==> src/hdl/three_level_feedback_scheduler_macros.svh <==
// Assertion macros shared by the scheduler modules.
`ifndef THREE_LEVEL_FEEDBACK_SCHEDULER_MACROS_SVH
`define THREE_LEVEL_FEEDBACK_SCHEDULER_MACROS_SVH

`ifndef SYNTH
`define TLFS_ASSERT_IMP(label, clk, rst, ante, cons) \
   label: assert property (@(posedge clk) disable iff (rst) (ante) |-> (cons)) \
      else $error("scheduler assertion failed");
`define TLFS_ASSERT_NXT(label, clk, rst, ante, cons) \
   label: assert property (@(posedge clk) disable iff (rst) (ante) |=> (cons)) \
      else $error("scheduler assertion failed");
`else
`define TLFS_ASSERT_IMP(label, clk, rst, ante, cons)
`define TLFS_ASSERT_NXT(label, clk, rst, ante, cons)
`endif

`endif

==> src/hdl/tlfs_pkg.sv <==
package tlfs_pkg;

   localparam int MAX_PROCS  = 16;
   localparam int NUM_LEVELS = 3;
   localparam int SLOT_W     = (MAX_PROCS > 1) ? $clog2(MAX_PROCS) : 1;
   localparam int CNT_W      = $clog2(MAX_PROCS + 1);
   localparam int FQ_DEPTH   = NUM_LEVELS * MAX_PROCS;
   localparam int FQ_AW      = $clog2(FQ_DEPTH);

   localparam int TIME_W  = 32;
   localparam int PID_W   = 8;
   localparam int BURST_W = 16;
   localparam int QUANT_W = 8;
   localparam int USED_W  = 9;
   localparam int LVL_W   = 2;
   localparam int EV_W    = 2;
   localparam int CSR_AW  = 2;
   localparam int CSR_DW  = 32;

   localparam logic [CSR_AW-1:0]  ADDR_BASE_QUANTUM  = '0;
   localparam logic [QUANT_W-1:0] BASE_QUANTUM_RESET = 8'd2;

   localparam logic MODE_ARRIVAL = 1'b0;
   localparam logic MODE_TICK    = 1'b1;

   localparam logic [EV_W-1:0] EV_ACCEPT = 2'd0;
   localparam logic [EV_W-1:0] EV_REJECT = 2'd1;
   localparam logic [EV_W-1:0] EV_IDLE   = 2'd2;
   localparam logic [EV_W-1:0] EV_RAN    = 2'd3;

   localparam logic [LVL_W-1:0] LVL_NONE  = 2'd0;
   localparam logic [LVL_W-1:0] LVL_ONE   = 2'd1;
   localparam logic [LVL_W-1:0] LVL_TWO   = 2'd2;
   localparam logic [LVL_W-1:0] LVL_THREE = 2'd3;

   // queue indexes
   localparam logic [LVL_W-1:0] FIFO_L1 = 2'd0;
   localparam logic [LVL_W-1:0] FIFO_L2 = 2'd1;
   localparam logic [LVL_W-1:0] FIFO_L3 = 2'd2;

   localparam logic [USED_W-1:0] USED_MAX = '1;

   typedef logic [SLOT_W-1:0]  slot_type;
   typedef logic [CNT_W-1:0]   count_type;
   typedef logic [CNT_W:0]     qsum_type;
   typedef logic [CNT_W+1:0]   qtotal_type;
   typedef logic [FQ_AW-1:0]   fq_addr_type;
   typedef logic [LVL_W-1:0]   level_type;
   typedef logic [USED_W-1:0]  used_type;
   typedef logic [TIME_W-1:0]  time_type;

   typedef struct packed {
      logic      push;
      level_type push_idx;
      slot_type  push_slot;
      logic      pop;
      level_type pop_idx;
   } qcmd_type;

   typedef struct packed {
      logic [PID_W-1:0]   pid;
      logic [TIME_W-1:0]  arrival;
      logic [BURST_W-1:0] burst;
      logic [BURST_W-1:0] remaining;
   } entry_type;

   localparam int ENTRY_W = $bits(entry_type);

endpackage

==> src/hdl/three_level_feedback_scheduler.sv <==
// Three-level feedback scheduler. An arrival (mode 0) takes the lowest free process slot,
// is stamped with the current time and queued at level 1; a tick (mode 1) demotes or
// requeues the running process, picks the highest nonempty level and runs one unit,
// reporting turnaround and waiting times on completion. Process entries live in one
// single-port-write memory and the three level queues in a second; both reads are registered.
// One transaction is handled at a time. An arrival or an idle tick goes from EXEC back to
// IDLE, a tick that keeps the running process goes through EXEC and RUN (table read, then
// update), and a tick that switches process goes through EXEC, POP and RUN, POP holding the
// queue memory read that precedes the table read. The result is registered as the block
// returns to IDLE and can accept the next transaction. Results sit in an output register,
// so the next transaction is taken while one waits; it then holds in its final state until
// the waiting result is accepted. base_quantum is at byte address 0 of the APB port.
`include "three_level_feedback_scheduler_macros.svh"

module three_level_feedback_scheduler (
   input  logic                          clock,
   input  logic                          reset,
   input  logic                          req_valid,
   output logic                          req_ready,
   input  logic                          req_mode,
   input  logic [tlfs_pkg::PID_W-1:0]    req_pid,
   input  logic [tlfs_pkg::BURST_W-1:0]  req_burst,
   output logic                          rsp_valid,
   input  logic                          rsp_ready,
   output logic [tlfs_pkg::EV_W-1:0]     rsp_event_res,
   output logic [tlfs_pkg::PID_W-1:0]    rsp_run_pid,
   output logic [tlfs_pkg::LVL_W-1:0]    rsp_run_level,
   output logic [tlfs_pkg::TIME_W-1:0]   rsp_slice_start,
   output logic                          rsp_finished,
   output logic [tlfs_pkg::TIME_W-1:0]   rsp_turnaround,
   output logic [tlfs_pkg::TIME_W-1:0]   rsp_waiting,
   input  logic                          psel,
   input  logic                          penable,
   input  logic                          pwrite,
   input  logic [tlfs_pkg::CSR_AW-1:0]   paddr,
   input  logic [tlfs_pkg::CSR_DW-1:0]   pwdata,
   output logic [tlfs_pkg::CSR_DW-1:0]   prdata,
   output logic                          pready
);

   localparam logic [1:0] S_IDLE = 2'd0;
   localparam logic [1:0] S_EXEC = 2'd1;
   localparam logic [1:0] S_POP  = 2'd2;
   localparam logic [1:0] S_RUN  = 2'd3;

   logic [1:0]                        state_ff, state_in;
   logic                              mode_ff;
   logic [tlfs_pkg::PID_W-1:0]        pid_ff;
   logic [tlfs_pkg::BURST_W-1:0]      burst_ff;
   logic [tlfs_pkg::QUANT_W-1:0]      quantum_ff;
   logic [tlfs_pkg::MAX_PROCS-1:0]    busy_ff, busy_in;
   tlfs_pkg::slot_type                cur_slot_ff, cur_slot_in;
   tlfs_pkg::level_type               cur_level_ff, cur_level_in;
   tlfs_pkg::used_type                used_ff, used_in;
   tlfs_pkg::time_type                now_ff, now_in;

   logic                              rsp_valid_ff, rsp_valid_in;
   logic [tlfs_pkg::EV_W-1:0]         rsp_event_ff, res_event;
   logic [tlfs_pkg::PID_W-1:0]        rsp_pid_ff, res_pid;
   logic [tlfs_pkg::LVL_W-1:0]        rsp_level_ff, res_level;
   tlfs_pkg::time_type                rsp_start_ff, res_start;
   logic                              rsp_fin_ff, res_fin;
   tlfs_pkg::time_type                rsp_tat_ff, res_tat;
   tlfs_pkg::time_type                rsp_wait_ff, res_wait;
   logic                              res_load;

   logic                              out_free;
   logic                              free_found;
   tlfs_pkg::slot_type                free_slot;
   logic                              reject;
   logic                              arr_commit;
   logic                              demote1, demote2, preempt2, preempt3;
   logic                              push_en, need_select, pop_en, idle_tick, exec_go;
   tlfs_pkg::level_type               push_idx, pop_idx;
   logic [tlfs_pkg::NUM_LEVELS-1:0]   ne_after;
   logic                              run_fire;
   logic [tlfs_pkg::BURST_W-1:0]      rem_new;
   tlfs_pkg::time_type                now_next, tat;
   logic                              fin;

   tlfs_pkg::qcmd_type                qcmd;
   logic [tlfs_pkg::NUM_LEVELS-1:0]   q_nonempty;
   tlfs_pkg::slot_type                q_pop_slot;

   logic                              tbl_we;
   tlfs_pkg::slot_type                tbl_waddr, tbl_raddr;
   tlfs_pkg::entry_type               tbl_wdata, tbl_rdata;

   assign req_ready = (state_ff == S_IDLE);
   assign out_free  = !rsp_valid_ff || rsp_ready;

   // lowest free slot
   always_comb begin
      free_found = 1'b0;
      free_slot  = '0;
      for (int i = tlfs_pkg::MAX_PROCS - 1; i >= 0; i--) begin
         if (!busy_ff[i]) begin
            free_found = 1'b1;
            free_slot  = tlfs_pkg::slot_type'(i);
         end
      end
   end

   assign reject = (burst_ff == '0) || !free_found;

   // feedback and preemption decisions for a tick
   always_comb begin
      demote1  = (cur_level_ff == tlfs_pkg::LVL_ONE)
               && (used_ff >= tlfs_pkg::used_type'(quantum_ff));
      demote2  = (cur_level_ff == tlfs_pkg::LVL_TWO) && (used_ff >= {quantum_ff, 1'b0});
      preempt2 = (cur_level_ff == tlfs_pkg::LVL_TWO) && !demote2 && q_nonempty[0];
      preempt3 = (cur_level_ff == tlfs_pkg::LVL_THREE) && (q_nonempty[0] || q_nonempty[1]);
      push_en  = demote1 || demote2 || preempt2 || preempt3;
      push_idx = (demote1 || preempt2) ? tlfs_pkg::FIFO_L2 : tlfs_pkg::FIFO_L3;
      need_select = (cur_level_ff == tlfs_pkg::LVL_NONE) || push_en;
      for (int k = 0; k < tlfs_pkg::NUM_LEVELS; k++) begin
         ne_after[k] = q_nonempty[k] || (push_en && push_idx == tlfs_pkg::level_type'(k));
      end
      pop_en    = need_select && (|ne_after);
      idle_tick = need_select && !(|ne_after);
      if (ne_after[0]) begin
         pop_idx = tlfs_pkg::FIFO_L1;
      end else if (ne_after[1]) begin
         pop_idx = tlfs_pkg::FIFO_L2;
      end else begin
         pop_idx = tlfs_pkg::FIFO_L3;
      end
      if (mode_ff == tlfs_pkg::MODE_ARRIVAL || idle_tick) begin
         exec_go = out_free;
      end else begin
         exec_go = 1'b1;
      end
   end

   assign arr_commit = (state_ff == S_EXEC) && (mode_ff == tlfs_pkg::MODE_ARRIVAL)
                     && out_free && !reject;
   assign run_fire   = (state_ff == S_RUN) && out_free;

   // one unit of the running process
   always_comb begin
      rem_new  = (tbl_rdata.remaining != '0)
               ? tbl_rdata.remaining - tlfs_pkg::BURST_W'(1)
               : tbl_rdata.remaining;
      now_next = now_ff + tlfs_pkg::time_type'(1);
      fin      = (rem_new == '0);
      tat      = now_next - tbl_rdata.arrival;
   end

   always_comb begin
      qcmd.push      = 1'b0;
      qcmd.push_idx  = tlfs_pkg::FIFO_L1;
      qcmd.push_slot = cur_slot_ff;
      qcmd.pop       = 1'b0;
      qcmd.pop_idx   = pop_idx;
      if (state_ff == S_EXEC) begin
         if (mode_ff == tlfs_pkg::MODE_ARRIVAL) begin
            qcmd.push      = arr_commit;
            qcmd.push_slot = free_slot;
         end else begin
            qcmd.push     = push_en;
            qcmd.push_idx = push_idx;
            qcmd.pop      = pop_en;
         end
      end
   end

   always_comb begin
      tbl_we    = arr_commit || run_fire;
      tbl_waddr = arr_commit ? free_slot : cur_slot_ff;
      tbl_raddr = (state_ff == S_POP) ? q_pop_slot : cur_slot_ff;
      if (arr_commit) begin
         tbl_wdata.pid       = pid_ff;
         tbl_wdata.arrival   = now_ff;
         tbl_wdata.burst     = burst_ff;
         tbl_wdata.remaining = burst_ff;
      end else begin
         tbl_wdata           = tbl_rdata;
         tbl_wdata.remaining = rem_new;
      end
   end

   always_comb begin
      state_in     = state_ff;
      busy_in      = busy_ff;
      cur_slot_in  = cur_slot_ff;
      cur_level_in = cur_level_ff;
      used_in      = used_ff;
      now_in       = now_ff;
      res_load     = 1'b0;
      res_event    = tlfs_pkg::EV_ACCEPT;
      res_pid      = '0;
      res_level    = tlfs_pkg::LVL_NONE;
      res_start    = '0;
      res_fin      = 1'b0;
      res_tat      = '0;
      res_wait     = '0;
      unique case (state_ff)
         S_IDLE: begin
            if (req_valid) begin
               state_in = S_EXEC;
            end
         end
         S_EXEC: begin
            if (exec_go) begin
               if (mode_ff == tlfs_pkg::MODE_ARRIVAL) begin
                  state_in  = S_IDLE;
                  res_load  = 1'b1;
                  res_event = reject ? tlfs_pkg::EV_REJECT : tlfs_pkg::EV_ACCEPT;
                  if (!reject) begin
                     busy_in[free_slot] = 1'b1;
                  end
               end else if (idle_tick) begin
                  state_in     = S_IDLE;
                  res_load     = 1'b1;
                  res_event    = tlfs_pkg::EV_IDLE;
                  res_start    = now_ff;
                  now_in       = now_next;
                  cur_level_in = tlfs_pkg::LVL_NONE;
                  used_in      = '0;
               end else if (pop_en) begin
                  state_in     = S_POP;
                  cur_level_in = pop_idx + tlfs_pkg::LVL_ONE;
                  used_in      = '0;
               end else begin
                  state_in = S_RUN;
               end
            end
         end
         S_POP: begin
            state_in    = S_RUN;
            cur_slot_in = q_pop_slot;
         end
         S_RUN: begin
            if (out_free) begin
               state_in  = S_IDLE;
               res_load  = 1'b1;
               res_event = tlfs_pkg::EV_RAN;
               res_pid   = tbl_rdata.pid;
               res_level = cur_level_ff;
               res_start = now_ff;
               res_fin   = fin;
               now_in    = now_next;
               used_in   = (used_ff == tlfs_pkg::USED_MAX) ? used_ff
                                                           : used_ff + tlfs_pkg::used_type'(1);
               if (fin) begin
                  res_tat      = tat;
                  res_wait     = tat - tlfs_pkg::time_type'(tbl_rdata.burst);
                  busy_in[cur_slot_ff] = 1'b0;
                  cur_level_in = tlfs_pkg::LVL_NONE;
               end
            end
         end
         default: begin
            state_in = S_IDLE;
         end
      endcase
      rsp_valid_in = res_load || (rsp_valid_ff && !rsp_ready);
   end

   always_ff @(posedge clock) begin
      if (reset) begin
         state_ff     <= S_IDLE;
         busy_ff      <= '0;
         cur_slot_ff  <= '0;
         cur_level_ff <= tlfs_pkg::LVL_NONE;
         used_ff      <= '0;
         now_ff       <= '0;
         rsp_valid_ff <= 1'b0;
         quantum_ff   <= tlfs_pkg::BASE_QUANTUM_RESET;
      end else begin
         state_ff     <= state_in;
         busy_ff      <= busy_in;
         cur_slot_ff  <= cur_slot_in;
         cur_level_ff <= cur_level_in;
         used_ff      <= used_in;
         now_ff       <= now_in;
         rsp_valid_ff <= rsp_valid_in;
         if (psel && penable && pwrite && paddr == tlfs_pkg::ADDR_BASE_QUANTUM) begin
            quantum_ff <= pwdata[tlfs_pkg::QUANT_W-1:0];
         end
      end
   end

   // capture the transaction and the result payload
   always_ff @(posedge clock) begin
      if (req_valid && req_ready) begin
         mode_ff  <= req_mode;
         pid_ff   <= req_pid;
         burst_ff <= req_burst;
      end
      if (res_load) begin
         rsp_event_ff <= res_event;
         rsp_pid_ff   <= res_pid;
         rsp_level_ff <= res_level;
         rsp_start_ff <= res_start;
         rsp_fin_ff   <= res_fin;
         rsp_tat_ff   <= res_tat;
         rsp_wait_ff  <= res_wait;
      end
   end

   tlfs_queues u_queues (
      .clock    (clock),
      .reset    (reset),
      .qcmd     (qcmd),
      .nonempty (q_nonempty),
      .pop_slot (q_pop_slot)
   );

   tlfs_ram #(
      .WIDTH (tlfs_pkg::ENTRY_W),
      .DEPTH (tlfs_pkg::MAX_PROCS)
   ) u_table_ram (
      .clock   (clock),
      .wr_en   (tbl_we),
      .wr_addr (tbl_waddr),
      .wr_data (tbl_wdata),
      .rd_addr (tbl_raddr),
      .rd_data (tbl_rdata)
   );

   assign rsp_valid       = rsp_valid_ff;
   assign rsp_event_res   = rsp_event_ff;
   assign rsp_run_pid     = rsp_pid_ff;
   assign rsp_run_level   = rsp_level_ff;
   assign rsp_slice_start = rsp_start_ff;
   assign rsp_finished    = rsp_fin_ff;
   assign rsp_turnaround  = rsp_tat_ff;
   assign rsp_waiting     = rsp_wait_ff;

   assign pready = 1'b1;
   assign prdata = (paddr == tlfs_pkg::ADDR_BASE_QUANTUM)
                 ? tlfs_pkg::CSR_DW'(quantum_ff) : '0;

   `TLFS_ASSERT_IMP(a_run_has_level, clock, reset, state_ff == S_RUN, cur_level_ff != tlfs_pkg::LVL_NONE)
   `TLFS_ASSERT_NXT(a_arrival_takes_slot, clock, reset, arr_commit, $countones(busy_ff) == $countones($past(busy_ff)) + 1)
   `TLFS_ASSERT_NXT(a_finish_frees_slot, clock, reset, run_fire && fin, !busy_ff[$past(cur_slot_ff)] && cur_level_ff == tlfs_pkg::LVL_NONE)

endmodule

==> src/hdl/tlfs_ram.sv <==
module tlfs_ram #(
   parameter int WIDTH = 8,
   parameter int DEPTH = 16,
   localparam int AW = (DEPTH > 1) ? $clog2(DEPTH) : 1
) (
   input  logic             clock,
   input  logic             wr_en,
   input  logic [AW-1:0]    wr_addr,
   input  logic [WIDTH-1:0] wr_data,
   input  logic [AW-1:0]    rd_addr,
   output logic [WIDTH-1:0] rd_data
);

   logic [WIDTH-1:0] mem_ff [DEPTH];
   logic [WIDTH-1:0] rd_data_ff;

   always_ff @(posedge clock) begin
      if (wr_en) begin
         mem_ff[wr_addr] <= wr_data;
      end
      rd_data_ff <= mem_ff[rd_addr];
   end

   assign rd_data = rd_data_ff;

endmodule

==> src/hdl/tlfs_queues.sv <==
`include "three_level_feedback_scheduler_macros.svh"

module tlfs_queues (
   input  logic                               clock,
   input  logic                               reset,
   input  tlfs_pkg::qcmd_type                 qcmd,
   output logic [tlfs_pkg::NUM_LEVELS-1:0]    nonempty,
   output tlfs_pkg::slot_type                 pop_slot
);

   tlfs_pkg::slot_type    head_ff  [tlfs_pkg::NUM_LEVELS];
   tlfs_pkg::slot_type    head_in  [tlfs_pkg::NUM_LEVELS];
   tlfs_pkg::count_type   count_ff [tlfs_pkg::NUM_LEVELS];
   tlfs_pkg::count_type   count_in [tlfs_pkg::NUM_LEVELS];
   tlfs_pkg::fq_addr_type waddr;
   tlfs_pkg::fq_addr_type raddr;
   tlfs_pkg::qsum_type    tail_sum;
   tlfs_pkg::slot_type    tail;
   tlfs_pkg::slot_type    ram_rdata;
   tlfs_pkg::slot_type    fwd_slot_ff;
   tlfs_pkg::qtotal_type  total;
   logic                  push_here;
   logic                  pop_here;
   logic                  fwd_in;
   logic                  fwd_ff;

   always_comb begin
      waddr     = '0;
      raddr     = '0;
      fwd_in    = 1'b0;
      push_here = 1'b0;
      pop_here  = 1'b0;
      tail_sum  = '0;
      tail      = '0;
      for (int i = 0; i < tlfs_pkg::NUM_LEVELS; i++) begin
         push_here = qcmd.push && (qcmd.push_idx == tlfs_pkg::level_type'(i));
         pop_here  = qcmd.pop && (qcmd.pop_idx == tlfs_pkg::level_type'(i));
         tail_sum  = tlfs_pkg::qsum_type'(head_ff[i]) + tlfs_pkg::qsum_type'(count_ff[i]);
         if (tail_sum >= tlfs_pkg::qsum_type'(tlfs_pkg::MAX_PROCS)) begin
            tail_sum = tail_sum - tlfs_pkg::qsum_type'(tlfs_pkg::MAX_PROCS);
         end
         tail = tlfs_pkg::slot_type'(tail_sum);
         if (push_here) begin
            waddr = tlfs_pkg::fq_addr_type'(i * tlfs_pkg::MAX_PROCS)
                  + tlfs_pkg::fq_addr_type'(tail);
         end
         head_in[i] = head_ff[i];
         if (pop_here) begin
            raddr = tlfs_pkg::fq_addr_type'(i * tlfs_pkg::MAX_PROCS)
                  + tlfs_pkg::fq_addr_type'(head_ff[i]);
            // empty queue refilled and drained in the same cycle: bypass the memory
            if (push_here && count_ff[i] == '0) begin
               fwd_in = 1'b1;
            end
            head_in[i] = (head_ff[i] == tlfs_pkg::slot_type'(tlfs_pkg::MAX_PROCS - 1))
                       ? '0 : head_ff[i] + tlfs_pkg::slot_type'(1);
         end
         count_in[i] = count_ff[i] + tlfs_pkg::count_type'(push_here)
                     - tlfs_pkg::count_type'(pop_here);
         nonempty[i] = (count_ff[i] != '0);
      end
   end

   always_ff @(posedge clock) begin
      if (reset) begin
         for (int i = 0; i < tlfs_pkg::NUM_LEVELS; i++) begin
            head_ff[i]  <= '0;
            count_ff[i] <= '0;
         end
         fwd_ff <= 1'b0;
      end else begin
         head_ff  <= head_in;
         count_ff <= count_in;
         if (qcmd.pop) begin
            fwd_ff <= fwd_in;
         end
      end
   end

   always_ff @(posedge clock) begin
      if (qcmd.pop) begin
         fwd_slot_ff <= qcmd.push_slot;
      end
   end

   tlfs_ram #(
      .WIDTH (tlfs_pkg::SLOT_W),
      .DEPTH (tlfs_pkg::FQ_DEPTH)
   ) u_fifo_ram (
      .clock   (clock),
      .wr_en   (qcmd.push),
      .wr_addr (waddr),
      .wr_data (qcmd.push_slot),
      .rd_addr (raddr),
      .rd_data (ram_rdata)
   );

   assign pop_slot = fwd_ff ? fwd_slot_ff : ram_rdata;

   assign total = tlfs_pkg::qtotal_type'(count_ff[0]) + tlfs_pkg::qtotal_type'(count_ff[1])
                + tlfs_pkg::qtotal_type'(count_ff[2]);

   `TLFS_ASSERT_IMP(a_pop_has_entry, clock, reset, qcmd.pop, count_ff[qcmd.pop_idx] != '0 || (qcmd.push && qcmd.push_idx == qcmd.pop_idx))
   `TLFS_ASSERT_IMP(a_push_has_room, clock, reset, qcmd.push, count_ff[qcmd.push_idx] != tlfs_pkg::count_type'(tlfs_pkg::MAX_PROCS))
   `TLFS_ASSERT_IMP(a_total_bounded, clock, reset, 1'b1, total <= tlfs_pkg::qtotal_type'(tlfs_pkg::MAX_PROCS))

endmodule
==> config.mk <==
export PLATFORM = sky130hd
export DESIGN_NAME = three_level_feedback_scheduler
export DESIGN_NICKNAME = d
export VERILOG_FILES = /design/src/hdl/tlfs_pkg.sv /design/src/hdl/three_level_feedback_scheduler.sv /design/src/hdl/tlfs_ram.sv /design/src/hdl/tlfs_queues.sv
export VERILOG_INCLUDE_DIRS = /design/src /design/src/hdl
export SDC_FILE = /design/constraint.sdc
export NUM_CORES = 2
export LEC_CHECK = 0
export BUFFER_PORTS_ARGS = -buffer_cell sky130_fd_sc_hd__buf_2
export CAP_MARGIN = 20
export CORE_UTILIZATION = 50
export DETAILED_ROUTE_END_ITERATION = 10
export HOLD_SLACK_MARGIN = 0.15
export PLACE_DENSITY = 0.72
export SETUP_SLACK_MARGIN = 0.02
export SYNTH_ARGS = -nofsm -noshare
export SYNTH_HDL_FRONTEND = slang
export SYNTH_SLANG_ARGS = --single-unit
export TNS_END_PERCENT = 100
==> constraint.sdc <==
create_clock -name clock -period 6.4 [get_ports clock]
set_input_delay 0.32 -clock clock [delete_from_list [all_inputs] [get_ports clock]]
set_output_delay 0.32 -clock clock [all_outputs]
set_load 0.02 [all_outputs]
* Yosys cells after proc, flatten, opt, wreduce, memory -nomap -nowiden
Memories as Yosys holds them, arrays and structs flattened. A register that Yosys moved wholly into a read port is not among the register bits.
Cells that the tools add are included.
** Word-level totals
- ROM bits :: 0
- Memories :: 2
- Bits in registers :: 240
- Bits in writable memories :: 1344
- Input port bits :: 66
- Latch bits :: 0
- Logic and storage cells :: 287
** Cells by class
- Muxes and demuxes :: 121
- Equality and inequality tests :: 26
- Reductions and logical operators :: 74
- Magnitude comparators :: 9
- Add/sub/neg operators :: 25
- $mul :: 0
- Shifts and indexed selects :: 0
- Div/mod/pow operators :: 0
- Bitwise logic cells :: 4
** Memories
- u_table_ram.mem_ff :: words 16, bits a word 72, rd ports 1, clocked after Yosys merged registers in 1, write ports 1, RTL line tlfs_ram.sv:14 : logic [WIDTH-1:0] mem_ff [DEPTH];
- u_queues.u_fifo_ram.mem_ff :: words 48, bits a word 4, rd ports 1, clocked after Yosys merged registers in 1, write ports 1, RTL line tlfs_ram.sv:14
** Operators by type and width (count)
- $mux W32 :: 8
- $pmux W32 S2 :: 2
- $mux W4 :: 28
- $mux W16 :: 6
- $mux W72 :: 1
- $mux W9 :: 6
- $mux W2 :: 19
- $mux W1 :: 37
- $add A32 B1 Y32 const B :: 1
- $logic_not A16 Y1 :: 2
- $pmux W16 S2 :: 1
- $sub A32 B16 Y32 :: 1
- $sub A32 B32 Y32 :: 1
- $logic_and A1 B1 Y1 :: 30
- $mux W6 :: 4
- $add A4 B5 Y6 :: 3
- $ge A6 B5 Y1 const B :: 3
- $ne A2 B2 Y1 const B :: 9
- $pmux W9 S2 :: 1
- $reduce_and A6 Y1 :: 3
- $and A16 B16 Y16 :: 1
- $mux W8 :: 2
- $not A16 Y16 :: 1
- $or A16 B16 Y16 :: 1
- other kinds (34) :: 88

* Logic depth before layout (Yosys ltp)
- Word-level depth :: 31
- Mapped depth :: 22

* Modules after synthesis
From an unflattened synthesis, not the netlist that was laid out.
** Second synthesis, totals
- Cells, all modules :: 4113
- Area, all modules :: 68380.6 µm²
** By module, submodules not included
- tlfs_ram at u_table_ram :: area each 44550.2 µm², instances 1, sequential area each 36034.6 µm², cells an instance 1850
- three_level_feedback_scheduler :: area each 13579.3 µm², instances 1, sequential area each 5505.3 µm², cells an instance 1567
- tlfs_ram at u_queues.u_fifo_ram :: area each 7897.6 µm², instances 1, sequential area each 5845.6 µm², cells an instance 437
- tlfs_queues :: area each 2353.5 µm², instances 1, sequential area each 680.7 µm², cells an instance 259

* Least setup slack after synthesis
OpenSTA, ideal clock, no wires.
- Path type :: reg2reg
- Start :: register u_queues.count_ff[13] (netlist name)
- End :: register rsp_event_ff (netlist bit rsp_event_res[0]), enable pin
- Stages on the path, launching flop included :: 8
- Library setup time :: 578 ps
- Period minus slack after synthesis :: 6486 ps
- Arrival :: 5908 ps
- Slack :: -86 ps
- Data required time :: 5822 ps
- Cells stage by stage :: dfxtp_1 > inv_1 > ha_1 > nor4b_2 > nand4_1 > nand2_1 > nor2_1 > nor2_1
** On the way
- Cells in the longest elaborated chain, start to end :: 14
** RTL lines
- start, declared :: RTL line tlfs_queues.sv:13 : tlfs_pkg::count_type count_ff [tlfs_pkg::NUM_LEVELS];
- start signal, assigned :: RTL line tlfs_queues.sv:73 : count_ff <= count_in;
- $reduce_bool A5 Y1 (*) :: RTL line tlfs_queues.sv:60 : nonempty[i] = (count_ff[i] != '0);
- $logic_and A1 B1 Y1 :: RTL line three_level_feedback_scheduler.sv:111 : preempt2 = (cur_level_ff == tlfs_pkg::LVL_TWO) && !demote2 && q_nonempty[0];
- $logic_or A1 B1 Y1 :: RTL line three_level_feedback_scheduler.sv:114 : push_idx = (demote1 || preempt2) ? tlfs_pkg::FIFO_L2 : tlfs_pkg::FIFO_L3;
- $mux W2 :: RTL line three_level_feedback_scheduler.sv:114
- $eq A2 B1 Y1 (tied with other cells) :: RTL line three_level_feedback_scheduler.sv:117 : ne_after[k] = q_nonempty[k] || (push_en && push_idx == tlfs_pkg::level_type'(k));
- $logic_and A1 B1 Y1 :: RTL line three_level_feedback_scheduler.sv:117
- $logic_or A1 B1 Y1 :: RTL line three_level_feedback_scheduler.sv:117
- $reduce_or A3 Y1 :: RTL line three_level_feedback_scheduler.sv:120 : idle_tick = need_select && !(|ne_after);
- $logic_not A1 Y1 :: RTL line three_level_feedback_scheduler.sv:120
- $logic_and A1 B1 Y1 (*) :: RTL line three_level_feedback_scheduler.sv:120
- $mux W1 / $logic_or A1 B1 Y1 (equally long branches) :: RTL line three_level_feedback_scheduler.sv:212, three_level_feedback_scheduler.sv:128
- $mux W1, on equally long branches :: RTL line three_level_feedback_scheduler.sv:205, three_level_feedback_scheduler.sv:128
- $mux W1 (*) :: RTL line three_level_feedback_scheduler.sv:204 : if (exec_go) begin
- $pmux W1 S2 (*) :: RTL line three_level_feedback_scheduler.sv:197 : unique case (state_ff)
- named net res_load :: RTL line three_level_feedback_scheduler.sv:65 : logic res_load;
- end signal, assigned :: RTL line three_level_feedback_scheduler.sv:292 : rsp_event_ff <= res_event;
- end, declared :: RTL line three_level_feedback_scheduler.sv:58 : logic [tlfs_pkg::EV_W-1:0] rsp_event_ff, res_event;
Mark *: on every way through the listed nets, which the timed path passes. The rest lies on a longest branch.
A chain may end at the register's enable or synchronous reset.

* Worst setup path after layout
- Start :: register now_ff[0]
- End :: register rsp_wait_ff[28] (netlist: rsp_waiting[28]) (data pin)
** On the way
- Cells in the longest elaborated chain, start to end :: 3
** RTL lines
- start, declared :: RTL line three_level_feedback_scheduler.sv:55 : tlfs_pkg::time_type now_ff, now_in;
- start signal, assigned :: RTL line three_level_feedback_scheduler.sv:276 : now_ff <= now_in;
- $add A32 B1 Y32 :: RTL line three_level_feedback_scheduler.sv:144 : now_next = now_ff + tlfs_pkg::time_type'(1);
- $sub A32 B32 Y32 :: RTL line three_level_feedback_scheduler.sv:146 : tat = now_next - tbl_rdata.arrival;
- named net tat[13] :: RTL line three_level_feedback_scheduler.sv:78 : tlfs_pkg::time_type now_next, tat;
- $sub A32 B16 Y32 :: RTL line three_level_feedback_scheduler.sv:247 : res_wait = tat - tlfs_pkg::time_type'(tbl_rdata.burst);
- end signal, assigned :: RTL line three_level_feedback_scheduler.sv:298 : rsp_wait_ff <= res_wait;
- end, declared :: RTL line three_level_feedback_scheduler.sv:64 : tlfs_pkg::time_type rsp_wait_ff, res_wait;
The timed path passes the listed nets, and every way through them passes these cells.

==> flow_summary.toml <==
[status]
outcome = "finished, final reports clean"

[logic_synthesis]
synth_cells = 4222
post_synth_num_cell_types = 82
synth.ff_latch_count = 1660
synth.yosys.seq_area_share_pct = 70.2
synth-main-ff-cell = "sky130_fd_sc_hd__edfxtp_1"
synth_area_per_inst_um2 = 16.2
asyncSetResetFlopFracSynth_pct = 0
yosysWarnings = 0
synth-edff-count = 1482
syn_area_mm2 = 0.0685

[floorplan]
core_area_mm2 = 0.136
die_height_um = 372
num_rows = 135
io_pins = 210
floorplan.initialDensity_pct = 50.5
die_w_um = 372
die_area_mm2 = 0.138

[min_path]
hold_path_class = "input pin to flip-flop"

[placement]
pre_cts_slack_ns = 0.581
placed_cells = 6110
gp_routability_congestion = 0.893
port_buffers = 160
place.detailed.hpwl_mm = 101

[cts]
cts_post_setup_buffers_inserted = 0
cts_inserted_buffers = 168
cts.clk_slew.worst_paths_ns = 0.07
htree_num_levels = 4
clk_latency_ns = 0.80
clk_path_buf_depth = 3
cts_tree = "done"
clock-sinks = 1660
clk_root_buffer_cell = "sky130_fd_sc_hd__clkbuf_16"

[setup_path]
critical_path_peak_fanout = 8
critical_path_class = "flip-flop to flip-flop"
arrival_ns = 6.38
regToRegSetupSlack_ns = 0.53
critPathCaptureType = "flip-flop"
critPathRequiredTime_ns = 6.92
start_kind = "flip-flop"

[timing]
worst_clock_skew_ns = 0.0298
fin_tns_setup_ns = 0
timing_max_transition_violations_final = 0
report.final.hold_viol_count = 0
worst_slew_pin_slew_ns = 1.14
timing.fmax_mhz = 170
worst_slack_ns = 0.531
finalWorstPathRequiredPeriod_ns = 5.87
min_period_over_period_pct = 91.7
setup_repair_after_global_routing_missed_its_margin = "false"
timing.max_slew.rel_slack_pct = 24.0
setup_viol = 0

[power_and_ir_drop]
switching_share_pct = 27.5
p_clk_share_pct = 34.2
totalPowerFinal_uw = 29100
power.static_leakage_uw = 0.0276
pwr-share-comb_pct = 19.1
power_per_cell_area_mw_per_mm2 = 371
seqPwrFrac_pct = 46.7
ir_worst_vdd_mv = 0.223
netSwitchingPower_uw = 8010
internal_power_uw = 21100

[finish]
syn_to_final_growth_pct = 14.5
final_core_util_pct = 57.8
final.fill_count = 10100
instances_no_fill = 6476
layout.area.seq_mm2 = 0.0481
multiInputGateArea_mm2 = 0.0193
post_route_cells_drive_above_1_share_pct = 19.6
final_net_count = 4716

[route]
wl_per_cell_um = 25.8
drtPass1Iterations = 5
wl_mm = 167
drtIter0Drc = 4104
vias = 38900
ant_nets = 0
routed_via_density = 6.00
drt_drc_violations_left = 0

[global_route]
globalRoute.totalOverflow = 0
grt_antenna_before_repair = 4
first_global_vias = 38500
grt.total_usage_pct = 24.1
grt_max_degree = 123
grt_pass1_wl_mm = 245

[flow_run]
max_capacitance_violation_total = 0
-- layer usage --
layer / wire [um] / global-route usage, %
met5: 0 / 0
met1: 69700 / 34.1
met4: 3590 / 6.63
met3: 15500 / 5.07
met2: 78000 / 37.8
-- cells in the mapped netlist, types with 32 or more instances --
cell type / instances / area (um^2)
sky130_fd_sc_hd__a211oi_1: 91 / 683
sky130_fd_sc_hd__nor2b_1: 90 / 563
sky130_fd_sc_hd__ha_1: 97 / 1210
sky130_fd_sc_hd__a21oi_1: 190 / 951
sky130_fd_sc_hd__dfxtp_1: 178 / 3560
sky130_fd_sc_hd__and2_1: 77 / 482
sky130_fd_sc_hd__o21ai_0: 131 / 656
sky130_fd_sc_hd__nand3_1: 54 / 270
sky130_fd_sc_hd__nor3_1: 52 / 260
sky130_fd_sc_hd__and3_1: 32 / 200
sky130_fd_sc_hd__clkbuf_1: 130 / 488
sky130_fd_sc_hd__xnor2_1: 69 / 604
sky130_fd_sc_hd__mux2i_1: 173 / 1730
sky130_fd_sc_hd__nand2b_1: 34 / 213
sky130_fd_sc_hd__nor2_1: 251 / 942
sky130_fd_sc_hd__nand2_1: 261 / 980
sky130_fd_sc_hd__xor2_1: 66 / 578
sky130_fd_sc_hd__edfxtp_1: 1482 / 44500
sky130_fd_sc_hd__buf_1: 45 / 169
sky130_fd_sc_hd__mux4_2: 288 / 6490
sky130_fd_sc_hd__inv_1: 108 / 405
-- worst paths after layout --
| path | from | endpoint | cells after the start |
|---|---|---|---|
| setup / recovery | now_ff[0] | rsp_waiting[28] | 21 |
| hold / removal | req_pid[4] | pid_ff[4] | 2 |
| setup reg to reg | now_ff[0] | rsp_waiting[28] | 21 |
| hold reg to reg | quantum_ff[1] | quantum_ff[1] | 2 |
-- layout by cell type (no fill, tap or decap), drive strengths merged, types with 7 or more instances in the layout --
| master | count |
|---|---|
| dlygate4sd3 | 43 |
| ha | 97 |
| o31ai | 9 |
| or3 | 22 |
| a21boi | 8 |
| a211o | 11 |
| a221oi | 7 |
| nor4 | 20 |
| a21o | 23 |
| xnor2 | 69 |
| buf | 309 |
| nor2b | 90 |
| mux2i | 173 |
| nor2 | 251 |
| dfxtp | 178 |
| and2 | 81 |
| mux4 | 288 |
| inv | 118 |
| nand2b | 34 |
| and3 | 32 |
| a21oi | 190 |
| clkbuf | 238 |
| nand3 | 54 |
| edfxtp | 1482 |
| clkinv | 50 |
| bufinv | 14 |
| o21a | 9 |
| o211ai | 12 |
| fa | 8 |
| nand4 | 28 |
| a31oi | 14 |
| nand2 | 261 |
| nor3 | 54 |
| xor2 | 66 |
| conb | 25 |
| a211oi | 94 |
| or2 | 8 |
| o21ai | 134 |
-- critical path, cell delays in order (launching register included) --
cell and delay [ns]:
sky130_fd_sc_hd__dfxtp_1 0.53, sky130_fd_sc_hd__ha_1 0.28, sky130_fd_sc_hd__and3_1 0.23, sky130_fd_sc_hd__and3_1 0.29
sky130_fd_sc_hd__xor2_1 0.18, sky130_fd_sc_hd__ha_1 0.30, sky130_fd_sc_hd__a2111oi_0 0.46, sky130_fd_sc_hd__nand2b_1 0.13
sky130_fd_sc_hd__a221o_1 0.40, sky130_fd_sc_hd__a31oi_1 0.32, sky130_fd_sc_hd__o21bai_1 0.10, sky130_fd_sc_hd__a21oi_1 0.17
sky130_fd_sc_hd__xnor2_1 0.17, sky130_fd_sc_hd__ha_1 0.35, sky130_fd_sc_hd__or3_1 0.38, sky130_fd_sc_hd__o21ai_0 0.11
sky130_fd_sc_hd__a21oi_1 0.10, sky130_fd_sc_hd__a211o_1 0.40, sky130_fd_sc_hd__nand2b_1 0.19, sky130_fd_sc_hd__nor4_1 0.30
sky130_fd_sc_hd__xnor2_1 0.16, sky130_fd_sc_hd__nor2_1 0.06
-- state kept, by name, summed over array words and instances (netlist names), 8 cells and up, named ones only --
register / count
u_table_ram.mem_ff: 1152
u_queues.u_fifo_ram.mem_ff: 192
u_table_ram.rd_data: 72
now_ff: 32
rsp_slice_start: 32
rsp_turnaround: 32
rsp_waiting: 32
burst_ff: 16
busy_ff: 16
u_queues.count_ff: 15
u_queues.head_ff: 12
used_ff: 9
pid_ff: 8
quantum_ff: 8
rsp_run_pid: 8
-- cells by family after synthesis --
group                    Yosys count  share of synthesized area (%)
AO/OA/AOI/OAI                    566                           5.18
XOR/XNOR                         135                           1.73
adder cells (fa/ha/maj)          105                           2.01
buffers and inverters            332                           2.04
flip-flops                      1660                           70.2
multiplexers                     466                           12.1
other                              2                         0.0110
AND/OR/NAND/NOR                  956                           6.77
-- metrics by stage --
step                      instance area (um^2)  hold WS, ns
after floorplan                          68600        0.419
after global placement                   72200        0.458
after detailed placement                 72300        0.483
after CTS                                78400        0.173
after global routing                     78400        0.196
final                                    78400        0.222
-- power groups by stage --
stage | Combinational [uW] | Clock [uW] | Sequential (uW)
after floorplan | 3560 | 0 | 13900
final | 5550 | 9960 | 13600
after detailed placement | 5430 | 0 | 13800
after global placement | 5250 | 0 | 13800
after CTS | 5480 | 10100 | 13600
after global routing | 6020 | 10500 | 13600
-- cell type report --
| type | instances | area share [%] |
|---|---|---|
| antenna | 5 | 0.0160 |
| clock buffer | 238 | 6.08 |
| clock inverter | 77 | 1.13 |
| inverter | 110 | 0.530 |
| multi-input combinational | 2253 | 24.7 |
| sequential | 1660 | 61.3 |
| tap | 1781 | 2.84 |
| timing repair buffer | 352 | 3.44 |
-- what timing repair did --
item,4_1_cts,5_1_grt
resized for setup,0,2
endpoints found under the hold margin,54,0
endpoints found under the setup margin,0,4
hold buffers,43,0
Note: power is estimated with default switching activity, not from simulation.
